`config.mk`:
```
export PLATFORM = sky130hd
export DESIGN_NAME = flexible_multi_stack_core
export DESIGN_NICKNAME = d
export VERILOG_FILES = /design/src/fms_pkg.sv /design/src/fms_ram.sv /design/src/flexible_multi_stack_core.sv
export SDC_FILE = /design/constraint.sdc
export NUM_CORES = 1
export LEC_CHECK = 0
export BUFFER_PORTS_ARGS = -buffer_cell sky130_fd_sc_hd__clkbuf_2
export CAP_MARGIN = 25
export CORE_AREA = 2 2 304 306
export DETAILED_ROUTE_END_ITERATION = 12
export DIE_AREA = 0 0 306 308
export PLACE_DENSITY_LB_ADDON = 0.12
export SLEW_MARGIN = 20
export SYNTH_ARGS = -nofsm -noshare
export SYNTH_HDL_FRONTEND = slang
export SYNTH_SLANG_ARGS = --single-unit
```
`constraint.sdc`:
```
create_clock -name clock -period 7.5 [get_ports clock]
set_input_delay 0.75 -clock clock [delete_from_list [all_inputs] [get_ports clock]]
set_output_delay 0.75 -clock clock [all_outputs]
set_load 0.03 [all_outputs]
```
`src/fms_pkg.sv`:
```
// Shared types and constants for the flexible multi-stack core.
package fms_pkg;

   localparam int NUM_STACKS_DEFAULT = 4;
   localparam int SLOTS_PER_STACK_DEFAULT = 8;

   typedef enum logic [1:0] {
      CMD_PUSH = 2'd0,
      CMD_POP  = 2'd1,
      CMD_PEEK = 2'd2
   } cmd_type;

   typedef enum logic [1:0] {
      STATUS_OK    = 2'd0,
      STATUS_EMPTY = 2'd1,
      STATUS_FULL  = 2'd2
   } status_type;

   typedef enum logic [3:0] {
      ST_CLEAR,
      ST_IDLE,
      ST_DECODE,
      ST_WALK,
      ST_SETUP,
      ST_SL_RD,
      ST_SL_WR,
      ST_ZERO,
      ST_PUSH,
      ST_POP,
      ST_RESP
   } state_type;

endpackage

```
`src/fms_ram.sv`:
```
// Generic single-write, single-read RAM with registered read data.
module fms_ram #(
   parameter int WIDTH = 32,
   parameter int DEPTH = 32
) (
   input  logic                     clock,
   input  logic                     wr_en,
   input  logic [$clog2(DEPTH)-1:0] wr_addr,
   input  logic [WIDTH-1:0]         wr_data,
   input  logic [$clog2(DEPTH)-1:0] rd_addr,
   output logic [WIDTH-1:0]         rd_data
);

   logic [WIDTH-1:0] mem [DEPTH];

   always_ff @(posedge clock) begin
      if (wr_en) begin
         mem[wr_addr] <= wr_data;
      end
      rd_data <= mem[rd_addr];
   end

endmodule

```
`src/flexible_multi_stack_core.sv`:
```
// Flexible multi-stack core: several stacks sharing one circular slot RAM.
// NUM_STACKS stacks share NUM_STACKS * SLOTS_PER_STACK 32-bit slots in one RAM; each
// stack starts with an equal share and borrows slots from its neighbors when it fills
// up. After reset the core sweeps the RAM to zero, one slot per cycle, with req_tready
// low. Each command is worked by a small sequencer around one RAM port pair: pop and
// peek of a non-empty stack and a push into a stack with room go from accept through
// decode and a pop or push step to the reply step; a refused push, a pop or peek of an
// empty stack and an undefined command go from decode straight to the reply step. A push
// into a full stack first walks the chain of full neighbors, then slides each chain
// stack one slot forward: a setup step per stack, a read and a write step per moved
// element and a zero step that frees the stack's first slot, then the push step. One
// result beat is produced per request beat; the result register lets the next request
// be taken while the last result waits, and a second result holds the sequencer in its
// reply step until the first one is taken.
module flexible_multi_stack_core #(
   parameter int NUM_STACKS = fms_pkg::NUM_STACKS_DEFAULT,
   parameter int SLOTS_PER_STACK = fms_pkg::SLOTS_PER_STACK_DEFAULT
) (
   input  logic        clock,
   input  logic        reset,
   input  logic        req_tvalid,
   output logic        req_tready,
   input  logic [31:0] req_tdata,   // push_value[31:0]
   input  logic [3:0]  req_tuser,   // cmd[1:0], stack_id[3:2]
   output logic        rsp_tvalid,
   input  logic        rsp_tready,
   output logic [39:0] rsp_tdata,   // result_value[31:0], total_count[37:32], zero[39:38]
   output logic [2:0]  rsp_tuser    // status[1:0], stack_empty[2]
);

   localparam int TOTAL = NUM_STACKS * SLOTS_PER_STACK;
   localparam int SW = $clog2(TOTAL);
   localparam int CW = $clog2(TOTAL + 1);
   localparam int AW = CW + 1;
   localparam int IW = $clog2(NUM_STACKS);

   fms_pkg::state_type state_ff, state_in;
   logic [1:0]       cmd_ff, cmd_in;
   logic [IW-1:0]    n_ff, n_in;
   logic [31:0]      value_ff, value_in;
   logic [IW-1:0]    walk_ff, walk_in;
   logic [IW-1:0]    last_ff, last_in;
   logic [IW-1:0]    m_ff, m_in;
   logic             grew_ff, grew_in;
   logic [CW-1:0]    moves_ff, moves_in;
   logic [SW-1:0]    src_ff, src_in;
   logic [SW-1:0]    ptr_ff, ptr_in;
   logic [31:0]      result_ff, result_in;
   logic [1:0]       status_ff, status_in;
   logic [SW-1:0]    clr_ff, clr_in;
   logic [CW-1:0]    total_ff, total_in;

   logic             rsp_valid_ff, rsp_valid_in;
   logic [31:0]      rsp_result_ff, rsp_result_in;
   logic [1:0]       rsp_status_ff, rsp_status_in;
   logic             rsp_empty_ff, rsp_empty_in;
   logic [5:0]       rsp_total_ff, rsp_total_in;

   logic [SW-1:0]    start_ff [NUM_STACKS];
   logic [CW-1:0]    cap_ff [NUM_STACKS];
   logic [CW-1:0]    fill_ff [NUM_STACKS];

   logic [IW-1:0]    idx;
   logic [SW-1:0]    cur_start;
   logic [CW-1:0]    cur_cap;
   logic [CW-1:0]    cur_fill;
   logic             start_we, cap_we, fill_we;
   logic [SW-1:0]    start_wdata;
   logic [CW-1:0]    cap_wdata, fill_wdata;

   logic             ram_we;
   logic [SW-1:0]    ram_waddr, ram_raddr;
   logic [31:0]      ram_wdata, ram_rdata;

   logic [4:0]       id_w;
   logic [AW-1:0]    len;

   function automatic logic [SW-1:0] wrap(input logic [AW-1:0] x);
      logic [AW-1:0] y;
      y = x;
      if (y >= AW'(TOTAL)) begin
         y = y - AW'(TOTAL);
      end
      return SW'(y);
   endfunction

   function automatic logic [IW-1:0] next_stack(input logic [IW-1:0] s);
      return (s == IW'(NUM_STACKS - 1)) ? '0 : s + IW'(1);
   endfunction

   function automatic logic [IW-1:0] prev_stack(input logic [IW-1:0] s);
      return (s == '0) ? IW'(NUM_STACKS - 1) : s - IW'(1);
   endfunction

   fms_ram #(
      .WIDTH(32),
      .DEPTH(TOTAL)
   ) u_slot_ram (
      .clock   (clock),
      .wr_en   (ram_we),
      .wr_addr (ram_waddr),
      .wr_data (ram_wdata),
      .rd_addr (ram_raddr),
      .rd_data (ram_rdata)
   );

   assign cur_start = start_ff[idx];
   assign cur_cap = cap_ff[idx];
   assign cur_fill = fill_ff[idx];

   assign req_tready = (state_ff == fms_pkg::ST_IDLE);
   assign rsp_tvalid = rsp_valid_ff;
   assign rsp_tdata = {2'b00, rsp_total_ff, rsp_result_ff};
   assign rsp_tuser = {rsp_empty_ff, rsp_status_ff};

   always_comb begin
      id_w = 5'(req_tuser[3:2]);
      if (id_w >= 5'(NUM_STACKS)) begin
         id_w = id_w - 5'(NUM_STACKS);
      end
   end

   always_comb begin
      case (state_ff)
         fms_pkg::ST_WALK,
         fms_pkg::ST_SETUP,
         fms_pkg::ST_SL_RD,
         fms_pkg::ST_SL_WR,
         fms_pkg::ST_ZERO: idx = walk_ff;
         default: idx = n_ff;
      endcase
   end

   assign len = (walk_ff == last_ff) ? AW'(cur_cap) : AW'(cur_cap) + AW'(1);

   always_comb begin
      state_in = state_ff;
      cmd_in = cmd_ff;
      n_in = n_ff;
      value_in = value_ff;
      walk_in = walk_ff;
      last_in = last_ff;
      m_in = m_ff;
      grew_in = grew_ff;
      moves_in = moves_ff;
      src_in = src_ff;
      ptr_in = ptr_ff;
      result_in = result_ff;
      status_in = status_ff;
      clr_in = clr_ff;
      total_in = total_ff;
      rsp_valid_in = rsp_valid_ff & ~rsp_tready;
      rsp_result_in = rsp_result_ff;
      rsp_status_in = rsp_status_ff;
      rsp_empty_in = rsp_empty_ff;
      rsp_total_in = rsp_total_ff;
      start_we = 1'b0;
      cap_we = 1'b0;
      fill_we = 1'b0;
      start_wdata = cur_start;
      cap_wdata = cur_cap;
      fill_wdata = cur_fill;
      ram_we = 1'b0;
      ram_waddr = src_ff;
      ram_wdata = '0;
      ram_raddr = src_ff;

      case (state_ff)
         fms_pkg::ST_CLEAR: begin
            ram_we = 1'b1;
            ram_waddr = clr_ff;
            clr_in = clr_ff + SW'(1);
            if (clr_ff == SW'(TOTAL - 1)) begin
               state_in = fms_pkg::ST_IDLE;
            end
         end
         fms_pkg::ST_IDLE: begin
            if (req_tvalid) begin
               cmd_in = req_tuser[1:0];
               n_in = IW'(id_w);
               value_in = req_tdata;
               state_in = fms_pkg::ST_DECODE;
            end
         end
         fms_pkg::ST_DECODE: begin
            result_in = '0;
            status_in = fms_pkg::STATUS_OK;
            grew_in = 1'b0;
            m_in = '0;
            walk_in = next_stack(n_ff);
            ptr_in = wrap(AW'(cur_start) + AW'(cur_fill) - AW'(1));
            ram_raddr = wrap(AW'(cur_start) + AW'(cur_fill) - AW'(1));
            case (cmd_ff)
               fms_pkg::CMD_PUSH: begin
                  if (total_ff == CW'(TOTAL)) begin
                     status_in = fms_pkg::STATUS_FULL;
                     state_in = fms_pkg::ST_RESP;
                  end else if (cur_fill >= cur_cap) begin
                     state_in = fms_pkg::ST_WALK;
                  end else begin
                     state_in = fms_pkg::ST_PUSH;
                  end
               end
               fms_pkg::CMD_POP,
               fms_pkg::CMD_PEEK: begin
                  if (cur_fill == '0) begin
                     status_in = fms_pkg::STATUS_EMPTY;
                     state_in = fms_pkg::ST_RESP;
                  end else begin
                     state_in = fms_pkg::ST_POP;
                  end
               end
               default: begin
                  state_in = fms_pkg::ST_RESP;
               end
            endcase
         end
         fms_pkg::ST_WALK: begin
            m_in = m_ff + IW'(1);
            if (cur_fill < cur_cap || m_ff == IW'(NUM_STACKS - 2)) begin
               last_in = walk_ff;
               state_in = fms_pkg::ST_SETUP;
            end else begin
               walk_in = next_stack(walk_ff);
            end
         end
         fms_pkg::ST_SETUP: begin
            if (len > AW'(1)) begin
               moves_in = CW'(len - AW'(1));
               src_in = wrap(AW'(cur_start) + len - AW'(2));
               state_in = fms_pkg::ST_SL_RD;
            end else begin
               moves_in = '0;
               state_in = fms_pkg::ST_ZERO;
            end
         end
         fms_pkg::ST_SL_RD: begin
            ram_raddr = src_ff;
            state_in = fms_pkg::ST_SL_WR;
         end
         fms_pkg::ST_SL_WR: begin
            ram_we = 1'b1;
            ram_waddr = (src_ff == SW'(TOTAL - 1)) ? '0 : src_ff + SW'(1);
            ram_wdata = ram_rdata;
            src_in = (src_ff == '0) ? SW'(TOTAL - 1) : src_ff - SW'(1);
            moves_in = moves_ff - CW'(1);
            state_in = (moves_ff == CW'(1)) ? fms_pkg::ST_ZERO : fms_pkg::ST_SL_RD;
         end
         fms_pkg::ST_ZERO: begin
            ram_we = 1'b1;
            ram_waddr = cur_start;
            start_we = 1'b1;
            start_wdata = (cur_start == SW'(TOTAL - 1)) ? '0 : cur_start + SW'(1);
            if (walk_ff == last_ff && cur_cap != '0) begin
               cap_we = 1'b1;
               cap_wdata = cur_cap - CW'(1);
            end
            if (prev_stack(walk_ff) == n_ff) begin
               grew_in = 1'b1;
               state_in = fms_pkg::ST_PUSH;
            end else begin
               walk_in = prev_stack(walk_ff);
               state_in = fms_pkg::ST_SETUP;
            end
         end
         fms_pkg::ST_PUSH: begin
            ram_we = 1'b1;
            ram_waddr = wrap(AW'(cur_start) + AW'(cur_fill));
            ram_wdata = value_ff;
            fill_we = 1'b1;
            fill_wdata = cur_fill + CW'(1);
            if (grew_ff) begin
               cap_we = 1'b1;
               cap_wdata = cur_cap + CW'(1);
            end
            total_in = total_ff + CW'(1);
            state_in = fms_pkg::ST_RESP;
         end
         fms_pkg::ST_POP: begin
            result_in = ram_rdata;
            if (cmd_ff == fms_pkg::CMD_POP) begin
               ram_we = 1'b1;
               ram_waddr = ptr_ff;
               fill_we = 1'b1;
               fill_wdata = cur_fill - CW'(1);
               total_in = total_ff - CW'(1);
            end
            state_in = fms_pkg::ST_RESP;
         end
         fms_pkg::ST_RESP: begin
            if (!rsp_valid_ff || rsp_tready) begin
               rsp_valid_in = 1'b1;
               rsp_result_in = result_ff;
               rsp_status_in = status_ff;
               rsp_empty_in = (cur_fill == '0);
               rsp_total_in = 6'(total_ff);
               state_in = fms_pkg::ST_IDLE;
            end
         end
         default: begin
            state_in = fms_pkg::ST_IDLE;
         end
      endcase
   end

   always_ff @(posedge clock) begin
      if (reset) begin
         state_ff <= fms_pkg::ST_CLEAR;
         clr_ff <= '0;
         total_ff <= '0;
         rsp_valid_ff <= 1'b0;
         for (int i = 0; i < NUM_STACKS; i++) begin
            start_ff[i] <= SW'(i * SLOTS_PER_STACK);
            cap_ff[i] <= CW'(SLOTS_PER_STACK);
            fill_ff[i] <= '0;
         end
      end else begin
         state_ff <= state_in;
         clr_ff <= clr_in;
         total_ff <= total_in;
         rsp_valid_ff <= rsp_valid_in;
         if (start_we) begin
            start_ff[idx] <= start_wdata;
         end
         if (cap_we) begin
            cap_ff[idx] <= cap_wdata;
         end
         if (fill_we) begin
            fill_ff[idx] <= fill_wdata;
         end
      end
   end

   always_ff @(posedge clock) begin
      cmd_ff <= cmd_in;
      n_ff <= n_in;
      value_ff <= value_in;
      walk_ff <= walk_in;
      last_ff <= last_in;
      m_ff <= m_in;
      grew_ff <= grew_in;
      moves_ff <= moves_in;
      src_ff <= src_in;
      ptr_ff <= ptr_in;
      result_ff <= result_in;
      status_ff <= status_in;
      rsp_result_ff <= rsp_result_in;
      rsp_status_ff <= rsp_status_in;
      rsp_empty_ff <= rsp_empty_in;
      rsp_total_ff <= rsp_total_in;
   end

   a_total_bound: assert property (@(posedge clock) disable iff (reset)
      total_ff <= CW'(TOTAL))
      else $error("element count exceeds slot count");

   a_full_total: assert property (@(posedge clock) disable iff (reset)
      rsp_valid_ff && rsp_status_ff == fms_pkg::STATUS_FULL |->
         rsp_total_ff == 6'(TOTAL))
      else $error("full status with free slots");

   a_empty_result: assert property (@(posedge clock) disable iff (reset)
      rsp_valid_ff && rsp_status_ff == fms_pkg::STATUS_EMPTY |->
         rsp_empty_ff && rsp_result_ff == '0)
      else $error("empty status with data");

   a_move_count: assert property (@(posedge clock) disable iff (reset)
      state_ff == fms_pkg::ST_SL_RD || state_ff == fms_pkg::ST_SL_WR |-> moves_ff != '0)
      else $error("slide step with no moves left");

   a_walk_stop: assert property (@(posedge clock) disable iff (reset)
      state_ff == fms_pkg::ST_SETUP |-> walk_ff != n_ff)
      else $error("slide reached the growing stack");

endmodule
```
======== After elaboration in Yosys (flattened, before gate mapping) ========
Memories as Yosys holds them, arrays and structs flattened. A register that Yosys moved wholly into a read port is not among the register bits.
Cells that the tools add are included.
operators by class
  add/subtract/negate cells ............... 24
  $lt $le $gt $ge ......................... 6
  eq/ne operators ......................... 31
  muxes and demuxes ....................... 80
  bitwise logic cells ..................... 2
  reductions and logical operators ........ 31
operators by type and width
  cell                                                  count
  one-hot mux 32 bit (2 select lines)                   2
  2-to-1 mux 5 bit                                      11
  one-hot mux 6 bit (2 select lines)                    4
  2-to-1 mux 6 bit                                      7
  one-hot mux 4 bit (10 select lines)                   1
  subtractor 6 x 1 -> 6 bit (second input constant)     5
  2-to-1 mux 4 bit                                      7
  2-to-1 mux 2 bit                                      13
  one-hot mux 5 bit (5 select lines)                    1
  2-to-1 mux 1 bit                                      24
  >= comparator 7 x 6 -> 1 bit (second input constant)  3
  subtractor 5 x 1 -> 5 bit (second input constant)     4
  adder 6 x 1 -> 6 bit (second input constant)          3
  != test 2 bit (second input constant)                 9
  == test 4 x 3 -> 1 bit (second input constant)        4
  adder 5 x 1 -> 5 bit (second input constant)          3
  == test 5 bit (second input constant)                 3
  == test 4 bit (second input constant)                 3
  AND reduction 2 bit                                   6
  OR reduction 6 bit                                    2
  one-hot mux 5 bit (2 select lines)                    1
  nonzero test 2 bit                                    5
  OR reduction 5 bit                                    2
  == test 2 bit (second input constant)                 4
  other kinds (36)                                      47
word-level totals
  bits in registers ....................... 150
  bits in writable memories ............... 1092
  input bits .............................. 40
  output and inout bits ................... 45
  logic and storage cells ................. 198
  memories ................................ 4
memory list
  name            words  width  rd ports  clocked after memory_dff  write ports  line                             source
  u_slot_ram.mem  32     32     1         1                         1            fms_ram.sv:14                    logic [WIDTH-1:0] mem [DEPTH];
  cap_ff          4      6      1         0                         4            flexible_multi_stack_core.sv:60  logic [CW-1:0] cap_ff [NUM_STACKS];
  fill_ff         4      6      1         0                         4            flexible_multi_stack_core.sv:61  logic [CW-1:0] fill_ff [NUM_STACKS];
  start_ff        4      5      1         0                         4            flexible_multi_stack_core.sv:59  logic [SW-1:0] start_ff [NUM_STACKS];

======== Depth between registers and ports, before layout ========
An unclocked memory read counts as a cell.
  word-level depth ........................ 13
  depth in mapped cells ................... 21
  gate-level depth less buffers ........... 17

======== Cells and area by module ========
Synthesis repeated with hierarchy kept, for this count alone.
second synthesis, totals
  cell total of the unflattened synthesis .. 3247
  area total of the unflattened synthesis .. 51727.1 µm²
modules (own cells, without submodules)
  module                     instances  cells each  area an instance (µm²)  seq. area each (µm²)
  fms_ram                    1          2260        40492.6                 31390.1
  flexible_multi_stack_core  1          987         11234.5                 6386.1

======== Worst setup path after synthesis ========
No wires, ideal clock.
  path kind ............................... register -> register
  start ................................... reg state_ff[0]
  end ..................................... mem u_slot_ram.mem[21][0], enable pin
  setup time .............................. 0.513 ns
  data arrival time ....................... 7.072 ns
  data required time ...................... 6.987 ns
  setup slack ............................. -0.085 ns
  cell stages (with the launch flop) ...... 15
  buffers on the path ..................... 3
  clock period less this slack ............ 7.585 ns
  path through ............................ dfxtp_1 -> buf_2 -> a21oi_1 -> nor3_2 -> nor2_8 -> buf_4 -> mux2i_1 -> ha_1 -> fa_1 -> a222oi_1 -> nand2_1 -> a21oi_1 -> or3b_2 -> clkbuf_1 -> nor4b_1
on the way
  longest elaborated chain between the ends .. 8
  elaborated cells between the ends (all ways) .. 21
  those cells by class .................... add/sub (2); order compare (1); eq/ne (7); mux (6); reduce/logical (3); memory (2)
ends and longest elaborated chain
  element                                                                    line                                                                source
  start, declared                                                            flexible_multi_stack_core.sv:37                                     fms_pkg::state_type state_ff, state_in;
  start signal, assigned                                                     flexible_multi_stack_core.sv:308                                    state_ff <= fms_pkg::ST_CLEAR;
  start signal, assigned                                                     flexible_multi_stack_core.sv:318                                    state_ff <= state_in;
  == test 4 x 3 -> 1 bit, or another cell as far along                       flexible_multi_stack_core.sv:124, flexible_multi_stack_core.sv:168
  OR reduction 5 bit                                                         flexible_multi_stack_core.sv:124                                    case (state_ff)
  2-to-1 mux 2 bit                                                           flexible_multi_stack_core.sv:124
  memory (4 x 5 bit) or memory (4 x 6 bit) (tied branches)                   -
  adder 5 x 6 -> 7 bit                                                       flexible_multi_stack_core.sv:268                                    ram_waddr = wrap(AW'(cur_start) + AW'(cur_fill));
  >= comparator 7 x 6 -> 1 bit or subtractor 5 x 1 -> 5 bit (tied branches)  flexible_multi_stack_core.sv:81, flexible_multi_stack_core.sv:82
  2-to-1 mux 5 bit                                                           flexible_multi_stack_core.sv:81                                     if (y >= AW'(TOTAL)) begin
  one-hot mux 5 bit (5 select lines)                                         flexible_multi_stack_core.sv:168                                    case (state_ff)
  end, declared                                                              fms_ram.sv:14
Several ways; a longest one is shown, not always the timed one.

======== Final worst setup path ========
  start ................................... reg state_ff[3]
  end ..................................... mem u_slot_ram.mem[25][25], enable pin
The elaborated chain is that of the path after synthesis.

==> summary.md <==
| Metric | Value |
|---|---|
| Most frequent CP cell | `mux2i_1` |
| Highest clock rate | `0.163 GHz` |
| Core Footprint | `just over 90000 um^2` |
| Via Count | `approximately 26000` |
| CP Cell Sequence | `nand3b_4 -> a32o_2 -> mux2i_1 -> mux2i_1 -> ha_1 -> fa_1 -> a222oi_1 -> nand2_1 -> a21oi_1 -> or3b_2 -> nor4_2 -> buf_4` |
| Fraction of layout instances using a drive strength above 1 | `between 20 and 25%` |
| First-pass GRT wire length | `approximately 170000 um` |
| Postcts setup bufs | `0` |
| Utilization after layout | `63.8%` |
| Syn Inst Count | `approximately 2600` |
| Area leader, netlist | `edfxtp_1` |
| Clk root buf | `clkbuf_16` |
| H-tree levels | `4` |
| Multi-input logic area | `13000 um^2` |
| Crit path buffers/inverters | `1` |
| Die area | `94200 um^2` |
| Clock sinks | `1274` |
| Worst slew pin tran | `1.16 ns` |
| Die H | `a little over 300 um` |
| Crit Path Max Fanout | `26` |
| Crit start category | `register` |
| Tcrit/Tclk final | `between 80% and 90%` |
| Flip-flop and latch area | `37800 um^2` |
| Synth async-reset ratio | `0%` |
| Setup ws final | `between 1 and 1.5 ns` |
| Worst clock skew | `about 0.025 ns` |
| Final Setup Violations | `0` |
| DP HPWL | `67300 um` |
| Drt via density | `6.38` |
| Drt wl/cell | `29.2 um` |
| Ys Warns | `0` |
| Routed WL | `~120000 um` |
| Worst hold path class | `in -> reg` |
| Status | `complete, no violations` |
| DRT iter0 DRCs | `2710` |
| Pwr dens | `~250 nW/um^2` |
| FF+latch count, synth | `1274` |
| Tot Pwr | `0.0143 W` |
| Synthesized area | `51400 um^2` |
| Placed cell area | `53700 um^2` |
| Post-synthesis average cell area | `19.6 um^2` |
| Crit end category | `register` |
| TritonCTS Buffers | `130` |
| GP Congestion | `0.858` |
| Primary FF master, synth | `edfxtp_1` |
| Slowest stage cell, crit path | `dfxtp_1` |
| Rows | `~110` |
| Initial Util | `roughly 56%` |
| Fin crit period | `6.12 ns` |
| EDFF count, synth | `1226` |
| Post-layout instance area | `between 50000 and 60000 um^2` |
| Clock latency on the worst-skew pair | `0.72 ns` |
| Worst-path clk slew | `0.06 ns` |
| CP required | `7.84 ns` |
| Diode count | `0` |
| Synth-to-Final Area Change | `13.0%` |
| Top cell type's share of synthesized area | `a little under three quarters` |
| Largest net degree at the start of global routing | `102` |
| Max-slew violation count | `0` |
| Vias in the first global route | `26500` |
| Initial antenna violation count | `7` |
| Pleak | `17.8 nW` |
| Congestion Overflow GR | `0` |
| Worst Path Arrival | `6.46 ns` |
| Pre-CTS WS | `1.48 ns` |
| Worst vdd ir | `199 uV` |
| CP top delay family | `simple AND/OR/NAND/NOR gates` |
| Top-Level Pins | `85` |
| DR pass1 iterations | `5` |
| Total of max-cap violations | `0` |
| PortBufs | `82` |
| Synth area leaders | `edfxtp_1 72%, mux4_2 11%, mux2i_1 4.7%, dfxtp_1 1.9%, ha_1 1.1%` |
| Post-synthesis sequential area ratio | `around three quarters` |
| Count of cell types in the netlist | `about 80` |
| DIE WIDTH | `306 um` |
| Hold_buf cts | `0` |
| CTS tree | `yes` |
| Clock Tree Buf Depth | `3` |
| # nets final | `around 2900` |
| Gr usage total | `25.8%` |
| Post-cts sizing count | `0` |
| Max stage delay on crit path | `around 0.87 ns` |
| WS Path Type | `reg -> reg` |
| Unrepaired setup endpoints after global routing | `false` |
| Post-route DRC | `0` |
| Final Hold Fails | `0` |
| # fillers | `around 6000` |
| Count leader, synth | `edfxtp_1` |
| Max_slew headroom | `~23%` |
| Synth cell count leaders | `1226 x edfxtp_1, 256 x mux4_2, 243 x mux2i_1` |
| Routed Antenna Nets | `0` |
## flip-flops by register name, indices dropped and copies added, names as in the netlist, 2 cells and up
name                cells
moves_ff                6
ptr_ff                  5
state_ff                4
m_ff                    2
u_slot_ram.mem       1024
status_ff               2
u_slot_ram.rd_data     32
value_ff               32
cmd_ff                  2
last_ff                 2
src_ff                  5
rsp_status_ff           2
result_ff              32
rsp_result_ff          32
rsp_total_ff            6
clr_ff                  5
total_ff                6
n_ff                    2
cap_ff                 24
start_ff               20
walk_ff                 2
fill_ff                24
## layer usage
metal	vias up	global-route usage (%)	share of wire, %
li1	11000	-	-
met1	13800	36.4	41
met2	1120	42.2	49
met3	178	3.99	7.1
met4	0	7.82	2.5
met5	-	0	0
## per-stage QoR
step	hold WS (ns)	TNS [ns]	instances
floorplan	0.400	-8.20	2619
detailed placement	0.405	0	3843
CTS	0.151	0	4081
global placement	0.403	0	3841
global route	0.163	0	4093
finish	0.202	0	4093
## report_power, final
part,total (W),internal (W),leakage (nW),switching (W)
Clock,0.00622,0.00361,2.01,0.00261
Sequential,0.00780,0.00778,9.96,0.0000213
Combinational,0.000228,0.0000737,5.85,0.000154
## logic make-up after synthesis
group	after synthesis	synth area share, %
simple gates	345	3.51
fa+ha+maj	48	1.21
mux	539	16.9
other cells	1	0.00730
xor+xnor	43	0.775
compound gates	180	2.47
buf+inv	188	1.58
flops	1274	73.6
## final cells by class
cell class                 count  area share, %
tap                         1186           2.56
clock inverter                55          0.845
inverter                      47          0.304
timing repair buffer         191           2.46
sequential                  1274           65.1
clock buffer                 183           6.27
multi-input combinational   1157           22.5
## cells in the final DEF (no fill, tap or decap), types with 45 or more instances in the layout
master and instances:
edfxtp_1 1226, mux4_2 256, mux2i_1 241, clkbuf_16 135, nor2_1 87, buf_4 86
clkbuf_2 82, nand2_1 62, dfxtp_1 47, a21oi_1 45, ha_1 45
## path summary, 6_finish.rpt
path | from | endpoint | slack (ns) | depth (start not counted)
worst max register to register | state_ff[3]$_SDFFE_PP0P_ | u_slot_ram.mem[25][25]$_DFFE_PP_ | 1.38 | 12
worst min-delay path | req_tdata[18] | value_ff[18]$_DFFE_PP_ | 0.20 | 1
worst max-delay path | state_ff[3]$_SDFFE_PP0P_ | u_slot_ram.mem[25][25]$_DFFE_PP_ | 1.38 | 12
worst min register to register | result_ff[3]$_SDFFCE_PN0P_ | rsp_result_ff[3]$_DFFE_PP_ | 0.41 | 0
No activity file was read; power rests on OpenSTA's default activity.
